<file path="src/rtl/core/itpt_pkg.sv">
// indexed task priority table: shared types, widths and codes
// used by the top level, the port checker and the testbench; no dependencies

package itpt_pkg;

    localparam int ENTRIES = 64;
    localparam int IDX_W   = (ENTRIES > 1) ? $clog2(ENTRIES) : 1;
    localparam int CNT_W   = $clog2(ENTRIES + 1);

    localparam int KIND_W   = 2;
    localparam int USER_W   = 20;
    localparam int TASK_W   = 20;
    localparam int PRIO_W   = 30;
    localparam int STATUS_W = 3;

    localparam int SLOT_W = USER_W + TASK_W + PRIO_W;
    localparam int KEY_W  = PRIO_W + TASK_W;

    localparam int IN_FIELDS_W  = USER_W + TASK_W + PRIO_W;
    localparam int IN_DATA_W    = ((IN_FIELDS_W + 7) / 8) * 8;
    localparam int OUT_FIELDS_W = STATUS_W + USER_W + TASK_W;
    localparam int OUT_DATA_W   = ((OUT_FIELDS_W + 7) / 8) * 8;

    typedef enum logic [KIND_W-1:0] {
        KIND_ADD    = 2'd0,
        KIND_EDIT   = 2'd1,
        KIND_REMOVE = 2'd2,
        KIND_POP    = 2'd3
    } t_kind;

    typedef enum logic [STATUS_W-1:0] {
        STS_OK        = 3'd0,
        STS_NOT_FOUND = 3'd1,
        STS_FULL      = 3'd2,
        STS_DUPLICATE = 3'd3,
        STS_EMPTY     = 3'd4
    } t_status;

    typedef enum logic [1:0] {
        ST_IDLE,
        ST_SCAN,
        ST_UPDATE,
        ST_RESP
    } t_state;

endpackage

</file>
<file path="src/rtl/core/itpt_ram.sv">
// generic single write port, single read port ram with registered read data
// no dependencies

module itpt_ram #(
    parameter int WIDTH = 8,
    parameter int DEPTH = 16
) (
    input  logic                                        i_clk,
    input  logic                                        i_wr_en,
    input  logic [((DEPTH > 1) ? $clog2(DEPTH) : 1)-1:0] i_wr_addr,
    input  logic [WIDTH-1:0]                            i_wr_data,
    input  logic                                        i_rd_en,
    input  logic [((DEPTH > 1) ? $clog2(DEPTH) : 1)-1:0] i_rd_addr,
    output logic [WIDTH-1:0]                            o_rd_data
);

    logic [WIDTH-1:0] r_mem [DEPTH];
    logic [WIDTH-1:0] r_rd_data;

    always_ff @(posedge i_clk) begin
        if (i_wr_en) begin
            r_mem[i_wr_addr] <= i_wr_data;
        end
        if (i_rd_en) begin
            r_rd_data <= r_mem[i_rd_addr];
        end
    end

    assign o_rd_data = r_rd_data;

endmodule

</file>
<file path="src/rtl/core/indexed_task_priority_table_top.sv">
// indexed task priority table: top level with request sequencer and scan unit
// depends on itpt_pkg and itpt_ram
//
// usage
// a request item enters on the s_axis channel: tuser carries the kind (add, edit,
// remove, pop), tdata carries user id, task id and priority. each request gives
// exactly one result item on the m_axis channel: status, owner and task id.
// s_axis_tready is high only while the sequencer is idle; one request is taken
// at a time. a request reads every slot of the table ram once, one slot per
// cycle, through one shared compare unit that tracks the id match, the first
// free slot and the best (priority, task id) key. the ram read is registered,
// so each slot is compared once its read data is registered; an update step
// and an output step follow the scan. the next request is taken once the
// block is back in the idle step, after the result is loaded.
// the output register holds the result while m_axis_tready is low; the block
// waits in the output step and takes no new request until the result is loaded.
// a synchronous active-low reset clears all slot valid bits and empties the
// output register; slot contents are not cleared, no clearing pass is needed.

module indexed_task_priority_table_top (
    input  logic                             i_clk,
    input  logic                             i_rst_n,
    input  logic                             s_axis_tvalid,
    output logic                             s_axis_tready,
    // user_id [19:0], task_id [39:20], priority_req [69:40], zero fill
    input  logic [itpt_pkg::IN_DATA_W-1:0]   s_axis_tdata,
    // kind [1:0]
    input  logic [itpt_pkg::KIND_W-1:0]      s_axis_tuser,
    output logic                             m_axis_tvalid,
    input  logic                             m_axis_tready,
    // status [2:0], owner_out [22:3], task_out [42:23], zero fill
    output logic [itpt_pkg::OUT_DATA_W-1:0]  m_axis_tdata
);

    localparam int IDX_W = itpt_pkg::IDX_W;
    localparam int CNT_W = itpt_pkg::CNT_W;

    itpt_pkg::t_state r_state, n_state;

    logic [itpt_pkg::ENTRIES-1:0] r_valid, n_valid;
    logic [CNT_W-1:0]             r_cnt, n_cnt;
    logic                         r_rd_vld, n_rd_vld;
    logic [IDX_W-1:0]             r_rd_idx, n_rd_idx;

    itpt_pkg::t_kind              r_kind, n_kind;
    logic [itpt_pkg::USER_W-1:0]  r_req_user, n_req_user;
    logic [itpt_pkg::TASK_W-1:0]  r_req_task, n_req_task;
    logic [itpt_pkg::PRIO_W-1:0]  r_req_prio, n_req_prio;

    logic                         r_hit, n_hit;
    logic [IDX_W-1:0]             r_hit_idx, n_hit_idx;
    logic [itpt_pkg::USER_W-1:0]  r_hit_owner, n_hit_owner;
    logic                         r_free, n_free;
    logic [IDX_W-1:0]             r_free_idx, n_free_idx;
    logic                         r_best, n_best;
    logic [IDX_W-1:0]             r_best_idx, n_best_idx;
    logic [itpt_pkg::KEY_W-1:0]   r_best_key, n_best_key;
    logic [itpt_pkg::USER_W-1:0]  r_best_owner, n_best_owner;

    itpt_pkg::t_status            r_res_status, n_res_status;
    logic [itpt_pkg::USER_W-1:0]  r_res_owner, n_res_owner;
    logic [itpt_pkg::TASK_W-1:0]  r_res_task, n_res_task;

    logic                           r_m_tvalid, n_m_tvalid;
    logic [itpt_pkg::OUT_DATA_W-1:0] r_m_tdata, n_m_tdata;

    logic                          ram_wr_en;
    logic [IDX_W-1:0]              ram_wr_addr;
    logic [itpt_pkg::SLOT_W-1:0]   ram_wr_data;
    logic                          ram_rd_en;
    logic [IDX_W-1:0]              ram_rd_addr;
    logic [itpt_pkg::SLOT_W-1:0]   ram_rd_data;

    logic                          rd_slot_valid;
    logic [itpt_pkg::PRIO_W-1:0]   rd_prio;
    logic [itpt_pkg::TASK_W-1:0]   rd_task;
    logic [itpt_pkg::USER_W-1:0]   rd_owner;
    logic [itpt_pkg::KEY_W-1:0]    rd_key;

    // slot word: owner, task, priority from the top bit down
    assign rd_prio       = ram_rd_data[itpt_pkg::PRIO_W-1:0];
    assign rd_task       = ram_rd_data[itpt_pkg::PRIO_W +: itpt_pkg::TASK_W];
    assign rd_owner      = ram_rd_data[itpt_pkg::KEY_W +: itpt_pkg::USER_W];
    assign rd_key        = {rd_prio, rd_task};
    assign rd_slot_valid = r_valid[r_rd_idx];

    itpt_ram #(
        .WIDTH (itpt_pkg::SLOT_W),
        .DEPTH (itpt_pkg::ENTRIES)
    ) u_slots (
        .i_clk     (i_clk),
        .i_wr_en   (ram_wr_en),
        .i_wr_addr (ram_wr_addr),
        .i_wr_data (ram_wr_data),
        .i_rd_en   (ram_rd_en),
        .i_rd_addr (ram_rd_addr),
        .o_rd_data (ram_rd_data)
    );

    always_ff @(posedge i_clk) begin
        if (!i_rst_n) begin
            r_state    <= itpt_pkg::ST_IDLE;
            r_valid    <= '0;
            r_rd_vld   <= 1'b0;
            r_m_tvalid <= 1'b0;
        end else begin
            r_state    <= n_state;
            r_valid    <= n_valid;
            r_rd_vld   <= n_rd_vld;
            r_m_tvalid <= n_m_tvalid;
        end
    end

    always_ff @(posedge i_clk) begin
        r_cnt        <= n_cnt;
        r_rd_idx     <= n_rd_idx;
        r_kind       <= n_kind;
        r_req_user   <= n_req_user;
        r_req_task   <= n_req_task;
        r_req_prio   <= n_req_prio;
        r_hit        <= n_hit;
        r_hit_idx    <= n_hit_idx;
        r_hit_owner  <= n_hit_owner;
        r_free       <= n_free;
        r_free_idx   <= n_free_idx;
        r_best       <= n_best;
        r_best_idx   <= n_best_idx;
        r_best_key   <= n_best_key;
        r_best_owner <= n_best_owner;
        r_res_status <= n_res_status;
        r_res_owner  <= n_res_owner;
        r_res_task   <= n_res_task;
        r_m_tdata    <= n_m_tdata;
    end

    always_comb begin
        n_state      = r_state;
        n_valid      = r_valid;
        n_cnt        = r_cnt;
        n_rd_vld     = 1'b0;
        n_rd_idx     = r_rd_idx;
        n_kind       = r_kind;
        n_req_user   = r_req_user;
        n_req_task   = r_req_task;
        n_req_prio   = r_req_prio;
        n_hit        = r_hit;
        n_hit_idx    = r_hit_idx;
        n_hit_owner  = r_hit_owner;
        n_free       = r_free;
        n_free_idx   = r_free_idx;
        n_best       = r_best;
        n_best_idx   = r_best_idx;
        n_best_key   = r_best_key;
        n_best_owner = r_best_owner;
        n_res_status = r_res_status;
        n_res_owner  = r_res_owner;
        n_res_task   = r_res_task;
        n_m_tvalid   = r_m_tvalid && !m_axis_tready;
        n_m_tdata    = r_m_tdata;

        s_axis_tready = 1'b0;
        ram_wr_en     = 1'b0;
        ram_wr_addr   = r_free_idx;
        ram_wr_data   = {r_req_user, r_req_task, r_req_prio};
        ram_rd_en     = 1'b0;
        ram_rd_addr   = r_cnt[IDX_W-1:0];

        unique case (r_state)
            itpt_pkg::ST_IDLE: begin
                s_axis_tready = 1'b1;
                if (s_axis_tvalid) begin
                    n_kind     = itpt_pkg::t_kind'(s_axis_tuser);
                    n_req_user = s_axis_tdata[itpt_pkg::USER_W-1:0];
                    n_req_task = s_axis_tdata[itpt_pkg::USER_W +: itpt_pkg::TASK_W];
                    n_req_prio = s_axis_tdata[(itpt_pkg::USER_W + itpt_pkg::TASK_W) +:
                                              itpt_pkg::PRIO_W];
                    n_cnt      = '0;
                    n_hit      = 1'b0;
                    n_free     = 1'b0;
                    n_best     = 1'b0;
                    n_state    = itpt_pkg::ST_SCAN;
                end
            end

            itpt_pkg::ST_SCAN: begin
                if (r_cnt != CNT_W'(itpt_pkg::ENTRIES)) begin
                    ram_rd_en = 1'b1;
                    n_rd_vld  = 1'b1;
                    n_rd_idx  = r_cnt[IDX_W-1:0];
                    n_cnt     = r_cnt + CNT_W'(1);
                end else if (!r_rd_vld) begin
                    n_state = itpt_pkg::ST_UPDATE;
                end
                if (r_rd_vld) begin
                    if (rd_slot_valid && rd_task == r_req_task && !r_hit) begin
                        n_hit       = 1'b1;
                        n_hit_idx   = r_rd_idx;
                        n_hit_owner = rd_owner;
                    end
                    if (!rd_slot_valid && !r_free) begin
                        n_free     = 1'b1;
                        n_free_idx = r_rd_idx;
                    end
                    if (rd_slot_valid && (!r_best || rd_key > r_best_key)) begin
                        n_best       = 1'b1;
                        n_best_idx   = r_rd_idx;
                        n_best_key   = rd_key;
                        n_best_owner = rd_owner;
                    end
                end
            end

            itpt_pkg::ST_UPDATE: begin
                n_res_status = itpt_pkg::STS_OK;
                n_res_owner  = '0;
                n_res_task   = '0;
                case (r_kind)
                    itpt_pkg::KIND_ADD: begin
                        if (r_hit) begin
                            n_res_status = itpt_pkg::STS_DUPLICATE;
                        end else if (!r_free) begin
                            n_res_status = itpt_pkg::STS_FULL;
                        end else begin
                            ram_wr_en           = 1'b1;
                            n_valid[r_free_idx] = 1'b1;
                        end
                    end
                    itpt_pkg::KIND_EDIT: begin
                        if (!r_hit) begin
                            n_res_status = itpt_pkg::STS_NOT_FOUND;
                        end else begin
                            ram_wr_en   = 1'b1;
                            ram_wr_addr = r_hit_idx;
                            ram_wr_data = {r_hit_owner, r_req_task, r_req_prio};
                        end
                    end
                    itpt_pkg::KIND_REMOVE: begin
                        if (!r_hit) begin
                            n_res_status = itpt_pkg::STS_NOT_FOUND;
                        end else begin
                            n_valid[r_hit_idx] = 1'b0;
                        end
                    end
                    default: begin
                        if (!r_best) begin
                            n_res_status = itpt_pkg::STS_EMPTY;
                        end else begin
                            n_valid[r_best_idx] = 1'b0;
                            n_res_owner = r_best_owner;
                            n_res_task  = r_best_key[itpt_pkg::TASK_W-1:0];
                        end
                    end
                endcase
                n_state = itpt_pkg::ST_RESP;
            end

            itpt_pkg::ST_RESP: begin
                if (!r_m_tvalid || m_axis_tready) begin
                    n_m_tvalid = 1'b1;
                    n_m_tdata  = itpt_pkg::OUT_DATA_W'({r_res_task, r_res_owner, r_res_status});
                    n_state    = itpt_pkg::ST_IDLE;
                end
            end

            default: begin
                n_state = itpt_pkg::ST_IDLE;
            end
        endcase
    end

    assign m_axis_tvalid = r_m_tvalid;
    assign m_axis_tdata  = r_m_tdata;

endmodule

</file>
<file path="config.mk">
export PLATFORM = sky130hd
export DESIGN_NAME = indexed_task_priority_table_top
export DESIGN_NICKNAME = d
export VERILOG_FILES = /design/src/rtl/core/itpt_pkg.sv /design/src/rtl/core/itpt_ram.sv /design/src/rtl/core/indexed_task_priority_table_top.sv
export SDC_FILE = /design/constraint.sdc
export NUM_CORES = 2
export LEC_CHECK = 0
export BUFFER_PORTS_ARGS = -buffer_cell sky130_fd_sc_hd__clkbuf_2
export CAP_MARGIN = 20
export CORE_ASPECT_RATIO = 1.75
export CORE_MARGIN = 2
export CORE_UTILIZATION = 30
export DETAILED_ROUTE_END_ITERATION = 10
export SYNTH_ARGS = -nofsm -noshare
export SYNTH_HDL_FRONTEND = slang
export SYNTH_HIERARCHICAL = 1
export SYNTH_MEMORY_MAX_BITS = 65536
export SYNTH_SLANG_ARGS = --single-unit
</file>
<file path="constraint.sdc">
create_clock -name i_clk -period 11.3 [get_ports i_clk]
set_input_delay 1.13 -clock i_clk [delete_from_list [all_inputs] [get_ports i_clk]]
set_output_delay 1.13 -clock i_clk [all_outputs]
set_load 0.03 [all_outputs]
</file>
After elaboration in Yosys (flattened, before gate mapping)
Memories as Yosys holds them, arrays and structs flattened. A register that Yosys moved wholly into a read port is not among the register bits.
Cells that the tools add are included.

storage, ports and cells
  flip-flop bits (word level) = 350
  input port bits = 78
  word-level logic and storage cells = 147
  memories kept = 1
  RAM bits = 4480
  output and inout bits = 50

operators by class
  $lt $le $gt $ge = 8
  bitwise gates (word level) = 7
  eq/ne operators = 19
  reductions and logical operators = 34
  add/sub/neg operators = 1
  muxes and demuxes = 54

memory list
  memory         depth  bits a word  rd ports  clocked after Yosys merged registers in  write ports  line            text
  u_slots.r_mem  64     70           1         1                                        1            itpt_ram.sv:17  logic [WIDTH-1:0] r_mem [DEPTH];

operator list
  kind                 count
  $mux 64              4
  $mux 70              3
  $pmux 64 s3          1
  $and 64x64->64       2
  $not 64->64          2
  $or 64x64->64        1
  $gt 50x50->1         1
  $lt 6x7->1 const B   4
  $ne 2x2->1 const B   12
  $mux 1               23
  $eq 20x20->1         1
  $demux 1 s6          3
  $ge 6x1->1 const B   3
  $mux 6               3
  $reduce_and 4->1     4
  $mux 7               2
  $pmux 7 s2           1
  $mux 2               6
  $reduce_and 3->1     4
  $logic_and 1x1->1    8
  $pmux 1 s2           4
  $pmux 2 s4           1
  $add 7x1->7 const B  1
  $ne 7x7->1 const B   1
  15 further kinds     28

Longest topological paths before layout
  depth after elaboration = 8
  gate-level depth with buffers = 10
  depth with buffers taken out = 9

By module
The synthesis kept the hierarchy.

by module, submodules not included
  module                           cells each  sequential area each (µm²)  times used  area an instance (µm²)
  itpt_ram                         7116        136631.0                    1           171157.9
  indexed_task_priority_table_top  1140        9829.4                      1           15102.0

Worst setup path after synthesis
OpenSTA, ideal clock, no wires.

  path kind = register to register
  start point = reg r_state[0]
  end point = mem u_slots/r_mem[41][0] in the netlist's numbering (enable)
  period minus slack after synthesis = 8741 ps
  setup slack = 2559 ps
  stages on the path, launching flop included = 10
  required time = 10716 ps
  path buffers = 3
  library setup time = 584 ps
  arrival time = 8157 ps
  path through = dfxtp_1 > inv_1 > ha_1 > nand3_1 > clkbuf_1 > mux2_2 > clkbuf_1 > clkbuf_1 > nand3_1 > nor3_1

on the way
  elaborated cells between the ends (all ways) = 5
  classes of those cells = eq/ne (1); mux (4)

RTL lines
  element                 line                                    text
  from (decl)             indexed_task_priority_table_top.sv:38   itpt_pkg::t_state r_state, n_state;
  from (signal assigned)  indexed_task_priority_table_top.sv:102  r_state <= itpt_pkg::ST_IDLE;
  from (signal assigned)  indexed_task_priority_table_top.sv:107  r_state <= n_state;
  $eq 2x2->1              indexed_task_priority_table_top.sv:168  unique case (r_state)
  $mux 6                  indexed_task_priority_table_top.sv:168
  via ram_wr_addr[0]      indexed_task_priority_table_top.sv:68   logic [IDX_W-1:0] ram_wr_addr;
  to (decl)               itpt_ram.sv:17

The timed path passes the listed nets, and every way through them passes these cells.

Final worst setup path
  start point = reg r_state[0]
  end point = mem u_slots/r_mem[63][68] in the netlist's numbering (enable)

Same word-level chain as after synthesis.

==> results.rst <==
.. list-table::
   :header-rows: 1

   * - Metric
     - Value
   * - Part of the cycle the worst path needs
     - 50.95%
   * - Relative slew slack
     - roughly 18%
   * - Post-route insts no fill
     - 17290
   * - Primary flip-flop cell chosen by synthesis mapping
     - edfxtp_1
   * - First-pass iteration count of the detailed router
     - 8
   * - Fmax
     - about 170 MHz
   * - DRT Wirelength
     - 561.9 mm
   * - Worst path top cell family by delay
     - buffers and inverters
   * - DRT antenna net count
     - 0
   * - Number of instances resized during post-cts repair
     - 0
   * - Floorplan die area
     - 0.6274 mm2
   * - Drt drc
     - 0
   * - Worst path bufs/invs
     - 5
   * - CTS tree
     - built
   * - Required @ worst endpoint
     - 11890 ps
   * - Portion of the post-synthesis area used by sequential elements
     - 78.63%
   * - Most instantiated cells after synthesis
     - edfxtp_1 (4832), mux4_2 (1135), a22oi_1 (310), o22ai_1 (204), clkbuf_1 (195)
   * - Depth of the most critical reg-to-reg path
     - 10
   * - Count of state elements after synthesis
     - 4900
   * - Most frequently used cell type in the post-synthesis netlist
     - edfxtp_1
   * - Number of enable-type register cells in the synthesized netlist
     - 4832
   * - Vias post-DR
     - roughly 92000
   * - Tmin final
     - ~5800 ps
   * - Syn_area_per_cell
     - 22.56 um2
   * - Via count of the first global-routing pass
     - 93180
   * - Worst slew pin tran
     - 1232 ps
   * - Placer's final routability congestion estimate
     - 0.8672
   * - Total power divided by cell area
     - 234.2 mW/mm2
   * - Chip Height
     - 1.046 mm
   * - Layout overhead on the synthesized area
     - 13.73%
   * - Reg2Reg Launch Point
     - r_state[0]
   * - Most prevalent standard cell on the critical path
     - buf_4
   * - Worst path depth
     - 10
   * - Setup repair after global routing missed its margin
     - false
   * - Cell types occupying the most area after synthesis
     - edfxtp_1 (78%), mux4_2 (14%), a22oi_1 (1.2%)
   * - Type of the tightest min-delay check
     - in -> reg
   * - Clk slew on worst S/H paths
     - 70 ps
   * - Initial core utilization
     - 30.12%
   * - Hold path cells
     - 1
   * - Cell count after placement
     - ~16000
   * - Worst setup EP type
     - flop
   * - First-pass GRT wire length
     - 759.6 mm
   * - Delay of the slowest cell on the worst path
     - 820 ps
   * - Setup CP Type
     - reg -> reg
   * - Pin count of the biggest net entering global routing
     - 118
   * - Number of port buffers
     - 120
   * - Reported max-cap violation count
     - 0
   * - CP cell instances
     - inv_1 -> ha_2 -> buf_4 -> nand3_1 -> buf_4 -> mux2_2 -> nand4_1 -> nor2_4 -> buf_4 -> buf_4
   * - Overall die width
     - 599.6 um
   * - Overflow left after global routing
     - 0
   * - Estimated wirelength of the detail-placed design
     - 317.0 mm
   * - Number of hold-repair buffers added at the cts stage
     - 0
   * - Syn Inst Count
     - between 8000 and 9000
   * - Cell area after synthesis
     - 0.1863 mm2
   * - Number of nets at the end of the flow
     - 8786
   * - Ys Warns
     - 6
   * - Fraction of layout instances using a drive strength above 1
     - 25.56%
   * - Count of endpoints failing setup in the final report
     - 0
   * - Clock buffer count from CTS
     - 408
   * - Run status
     - finished, final reports clean
   * - Register-to-register setup slack
     - 5540 ps
   * - Final-report hold violation count
     - 0
   * - Clock latency at the later pin of the worst-skew pair
     - 1020 ps
   * - Total GRT Usage
     - 17.40%
   * - Number of pins exceeding their max-slew limit in the final report
     - 0
   * - Post-synthesis cell type count
     - 64
   * - Post-Route Setup TNS
     - 0 ps
   * - Standard cell with the maximum stage delay on the critical path
     - nor2_4
   * - Origin of the worst setup path
     - r_state[0]
   * - Routed len/inst
     - 32.50 um
   * - Portion of synthesized cell area occupied by the leading cell type
     - 77.90%
   * - Critical Path Start Type
     - flop
   * - Endpoint of the worst setup timing path
     - u_slots/r_mem[63][68]
   * - Number of fill cells
     - 57150
   * - Crit path arrival time
     - approximately 6400 ps
   * - Vias per cell
     - 5.307
   * - Peak supply drop
     - 0.2003 mV
   * - H-tree depth
     - 5
   * - Number of top-level pins
     - 128
   * - Maximum fanout count along the critical path
     - 47
   * - Clock tree root buffer cell
     - clkbuf_16
   * - Proportion of register bits with asynchronous set or reset after synthesis
     - 0%
   * - Buffer levels on the longest clock path
     - 4
   * - Row count
     - about 380
   * - Detailed router's first-iteration violation count
     - 11750
   * - Core area
     - 0.6185 mm2
   * - Leading area contributor after synthesis
     - edfxtp_1
   * - CTS sink cnt
     - 4900
   * - Leakage power of the design
     - 0.06382 uW
   * - Antenna violations before repair
     - 50
   * - Count of buffers added by post-CTS timing repair for setup
     - 0
   * - Critical R2R Capture
     - u_slots/r_mem[63][68]
   * - Worst-case clock skew
     - about 59 ps
[cells by family after synthesis]
| family | Yosys count | synth area share, % |
|---|---|---|
| compound gates | 797 | 3.168 |
| simple gates | 666 | 1.819 |
| buf+inv | 524 | 1.319 |
| fa+ha+maj | 60 | 0.4030 |
| other cells | 1 | 0.002013 |
| flops | 4900 | 78.63 |
| mux | 1285 | 14.55 |
| xor+xnor | 23 | 0.1081 |
[worst min-delay path by stage]
stage	from	end	slack, ps
4_1_cts	s_axis_tdata[21]	r_req_task[1]	250
6_report	s_axis_tdata[31]	r_req_task[11]	320
2_1_floorplan	r_res_status[0]	m_axis_tdata[0]	400
5_1_grt	s_axis_tdata[38]	r_req_task[18]	300
3_3_place_gp	r_res_owner[2]	m_axis_tdata[5]	410
3_5_place_dp	r_res_owner[11]	m_axis_tdata[14]	410
[per-layer routing]
layer	up-vias	global-route usage, %	wire length (um)
li1	35970	-	-
met1	49910	19.67	190600
met2	4806	31.59	295200
met3	1069	2.015	39700
met4	6	9.978	36370
met5	-	0	40
[registers in the layout, summed over array words and instances (netlist names), 2 cells and up]
register	cells
r_hit_idx	6
r_best_owner	20
r_req_prio	30
r_best_key	50
r_res_status	3
r_state	2
r_req_task	20
r_rd_idx	6
r_valid	64
u_slots/o_rd_data	70
r_best_idx	6
r_res_task	20
r_cnt	7
r_hit_owner	20
r_kind	2
r_res_owner	20
r_free_idx	6
m_axis_tdata	43
r_req_user	20
u_slots/r_mem	4480
[area by class of cell]
cell class,count,area [um2],area share [%]
Clock inverter,267,2679,1.265
Clock buffer,489,10650,5.029
Inverter,60,225.2,0.1063
Multi-Input combinational cell,2836,37970,17.92
Timing Repair Buffer,442,3412,1.611
Antenna cell,42,105.1,0.04962
Sequential cell,4900,146500,69.14
Tap cell,8256,10330,4.876
[power by group]
part	internal (uW)	total [uW]	switching [uW]	leakage [uW]
logic	4890	13400	8530	0.0133
clock network	7700	14300	6630	0.00650
registers	21500	21900	382	0.0441
[through the flow]
| step | cell area (um2) | utilization, % | power (uW) | hold WS (ps) | setup slack, ps |
|---|---|---|---|---|---|
| 6_report | 211800 | 34.25 | 49620 | 318.2 | 5543 |
| 5_1_grt | 211800 | 34.25 | 50940 | 305.0 | 5302 |
| 4_1_cts | 211500 | 34.19 | 49860 | 251.0 | 5545 |
| 3_5_place_dp | 198100 | 32.03 | 35690 | 409.9 | 5579 |
| 3_3_place_gp | 198100 | 32.02 | 35430 | 412.5 | 5575 |
| 2_1_floorplan | 186300 | - | 30420 | 400.3 | 2559 |
[cell usage in the layout, fill, tap and decap left out, types with 10 or more instances in the layout]
cell	n
xor2_1	17
buf_12	29
clkbuf_1	71
diode_2	42
inv_1	60
o211a_1	71
a22oi_1	310
ha_1	59
mux4_2	1135
a211oi_1	70
mux2_2	27
clkinv_2	77
nor3_2	11
nor2b_1	29
clkinvlp_4	14
dfxtp_1	68
nand4_1	14
o22ai_1	204
buf_4	290
clkbuf_2	122
nand3_1	143
nor2_4	58
and2_1	61
clkinv_1	98
nand2_1	118
edfxtp_1	4832
mux2i_1	123
o21ai_0	11
o2bb2ai_1	10
bufinv_16	40
or3_1	11
nor2_1	106
o221ai_1	48
a21oi_1	32
clkbuf_16	413
nand3b_1	41
Note: power is estimated with default switching activity, not from simulation.
